### config.mk
export PLATFORM = sky130hd
export DESIGN_NAME = svact_ram
export DESIGN_NICKNAME = d
export VERILOG_FILES = /design/src/assert_macros.svh /design/src/svact_ram.sv
export SDC_FILE = /design/constraint.sdc
export NUM_CORES = 1
export LEC_CHECK = 0
export BUFFER_PORTS_ARGS = -buffer_cell sky130_fd_sc_hd__buf_2
export CORE_MARGIN = 4
export CORE_UTILIZATION = 45
export CTS_BUF_LIST = sky130_fd_sc_hd__clkbuf_4 sky130_fd_sc_hd__clkbuf_8 sky130_fd_sc_hd__clkbuf_16
export CTS_CLUSTER_SIZE = 12
export DETAILED_ROUTE_END_ITERATION = 6
export GPL_ROUTABILITY_DRIVEN = 0
export SETUP_SLACK_MARGIN = 0.3
export SLEW_MARGIN = 20
export SYNTH_ARGS = -nofsm -noshare
export SYNTH_HDL_FRONTEND = slang
export SYNTH_SLANG_ARGS = --single-unit
### constraint.sdc
create_clock -name clk -period 8.2 [get_ports clk]
set_clock_uncertainty 0.05 [all_clocks]
set_input_delay 1.23 -clock clk [delete_from_list [all_inputs] [get_ports clk]]
set_output_delay 1.23 -clock clk [all_outputs]
set_load 0.05 [all_outputs]
### src/assert_macros.svh
// Assertion macros for the modules that carry checks.
`ifndef ASSERT_MACROS_SVH
`define ASSERT_MACROS_SVH

// Overlapping implication, sampled on clk, off while rst_n is low.
`define ASSERT_IMP(label, ante, cons, msg) \
  label: assert property (@(posedge clk) disable iff (!rst_n) (ante) |-> (cons)) \
    else $error(msg);

// Next-cycle implication, sampled on clk, off while rst_n is low.
`define ASSERT_NXT(label, ante, cons, msg) \
  label: assert property (@(posedge clk) disable iff (!rst_n) (ante) |=> (cons)) \
    else $error(msg);

`endif

### src/svact_ram.sv
// Generic simple dual-port RAM with one write port and a registered read port.
module svact_ram #(
  parameter int WIDTH = 32,
  parameter int DEPTH = 32
) (
  input  logic                                   clk,
  input  logic                                   we,
  input  logic [((DEPTH > 1) ? $clog2(DEPTH) : 1)-1:0] waddr,
  input  logic [WIDTH-1:0]                       wdata,
  input  logic [((DEPTH > 1) ? $clog2(DEPTH) : 1)-1:0] raddr,
  output logic [WIDTH-1:0]                       rdata
);
  logic [WIDTH-1:0] mem [DEPTH];

  always_ff @(posedge clk) begin
    if (we) begin
      mem[waddr] <= wdata;
    end
    rdata <= mem[raddr];
  end
endmodule

==> results.toml <==
[drt]
drt_first_pass_iters = 5
routedWlPerCell_microns = 27.4
ant_nets = 0
wl_mm = 98.8
via_per_inst = 5.76
route.detailed.drc = 0
vias = 20769
first_iter_violations = 1763

[cells_and_area]
layout_common_cells = "edfxtp_1 (1024), mux2i_1 (512), clkbuf_16 (107)"
drive_gt1_share_pct = 14.2
nFillCells = 7074
multi_input_area_sq_um = 8610
seqCellArea_sq_um = 31400
fin_area_sq_um = 45600
final_cell_count_no_fill = 3608
num-nets-final = 2406
syn_to_final_growth_pct = 12.5
antenna_cells = 0
final_common_cell = "edfxtp_1"

[synthesis]
synth_top_family_by_area = "multiplexers"
synth_xor_area_share_pct = 0
syn_area_sq_um = 40500
syn_avg_cell_area_sq_um = 17.9
yosys.area_share.adder_pct = 0
synth_flop_cell = "edfxtp_1"
synth_seq_cells = 1056
synth_mux_area_share_pct = 12.7
syn_nets = 2304
synthDistinctLibCells = 25
synth_area_leader_cell = "edfxtp_1"
synth_top_area_share_pct = 76.0
synthSimpleGateAreaFrac_pct = 3.10
synth-async-reset-ratio_pct = 0
synth_warnings = 0
synth_edf_count = 1024
synthTopCellsByArea = "edfxtp_1 (76%), mux2i_1 (13%), a22oi_1 (1.8%)"
synth_compound_area_share_pct = 4.85
syn_inst = 2260
seq_area_frac_synth_pct = 77.5

[hold_path]
hp-class = "reg2reg"
whs_path_depth = 4

[timing]
finalCritPeriodShare_pct = 41.6
finalHoldViolCount = 0
layout_setup_ws_ns = 4.79
clock.fmax_ghz = 0.293
setup_tns_ns = 0
rsz0062_at_grt = "no"
period_needed_ns = 3.41
drv_slew = 0
setup_viol = 0
max-slew-margin-rel_pct = 29.0
tightest_slew_ns = 1.06

[critical_path]
required_ns = 8.65
worstSetupPathType = "in2reg"
worst_setup_path_start_kind = "primary input"
r2r_cells = 5
crit_arrival_ns = 3.86
critPathCaptureType = "flop"
cp_max_fo = 86

[clocking]
cts_resized = 0
cts_inserted_buffers = 103
tritoncts = "done"
cts_num_sinks = 1056
cts-root-buf = "clkbuf_16"
cts-hold-fix-buffers = 0
cts_max_level = 3
cts.path.max_buffers = 3
clk_pin_slew_ns = 0.06
postCtsSetupRepairBufs = 0
clock_latency_ns = 0.65

[floorplan]
dieArea_sq_um = 94800
start_util_pct = 45.6
ios = 76
std_cell_rows = 109
die_h_microns = 308
die_w_microns = 308
coreArea_sq_um = 88800

[placed_design]
placed_area_sq_um = 42200
dp_cells = 3422
port_buffers = 75
pre_cts_ws_ns = 4.14
dp_hpwl_mm = 46.2

[power_and_ir_drop]
leakage_nw = 15.8
cellPowerDensity_nw_per_um2 = 245
peakVddDrop_v = 0.000149
finalPower_mw = 11.2

[grt]
grt_max_degree = 129
grt_pass1_wl_mm = 142
antenna_found_initial = 10
grt.total_usage_pct = 20.7
gr-total-overflow = 0
grt_pass1_vias = 20934

[run]
drv_cap = 0

[outcome]
status = "completed"
sequential cells by signal, indices dropped and copies added, names as in the netlist:
name   count
mem     1024
rdata     32
through the flow:
step / hold slack (ns) / utilization, %
3_5_place_dp: 0.530 / 47.6
3_3_place_gp: 0.526 / 47.6
2_1_floorplan: 0.503 / -
5_1_grt: 0.591 / 51.3
4_1_cts: 0.540 / 51.3
6_report: 0.541 / 51.3
power breakdown:
group	internal (mW)	total [mW]	switching [mW]	leakage, nW
clock network	2.67	4.54	1.86	1.69
registers	6.00	6.03	0.0288	9.49
logic	0.175	0.608	0.433	4.65
cells by family (layout without fill, tap and decap cells):
kind of cell	Yosys count	count (layout)
and+or+nand+nor	277	277
AOI/OAI and AO/OA	288	288
DFF	1056	1056
muxes	512	512
buffers and inverters	127	310
metal layers:
layer  share of wire, %  global-route usage, %
met5              0.095                      0
met4                2.8                   6.53
met3                6.2                   3.93
met2                 49                   35.0
met1                 42                   27.4
synthesized netlist by cell type, types with 32 or more instances:
| cell | n |
|---|---|
| a22o_1 | 64 |
| a21oi_1 | 96 |
| edfxtp_1 | 1024 |
| mux2i_1 | 512 |
| clkbuf_1 | 46 |
| nand3_1 | 98 |
| a22oi_1 | 96 |
| dfxtp_1 | 32 |
| a31oi_1 | 32 |
| buf_4 | 33 |
| nand2_1 | 98 |
| nor2_1 | 34 |
| nor3_1 | 32 |
worst max-delay path, stage by stage:
cell	delay, ns
buf_8	0.62
buf_4	0.94
mux2i_1	0.28
a22o_1	0.17
nor3_1	0.05
a31oi_1	0.31
nand3_1	0.12
path summary, 6_finish.rpt:
path	slack (ns)	end	startpoint
worst max-delay path	4.79	rdata[23]$_DFF_P_	raddr[0]
worst min-delay path	0.54	rdata[19]$_DFF_P_	mem[16][19]$_DFFE_PP_
worst max register to register	6.75	rdata[6]$_DFF_P_	mem[7][6]$_DFFE_PP_
worst min register to register	0.54	rdata[19]$_DFF_P_	mem[16][19]$_DFFE_PP_
area by class of cell:
| class | count | share of cell area, % |
|---|---|---|
| multi-input combinational | 1077 | 18.9 |
| clock buffer | 172 | 7.09 |
| clock inverter | 14 | 0.165 |
| timing repair buffer | 124 | 1.74 |
| tap | 1165 | 3.20 |
| sequential | 1056 | 68.9 |
Power figures use the tool's default switching activity.
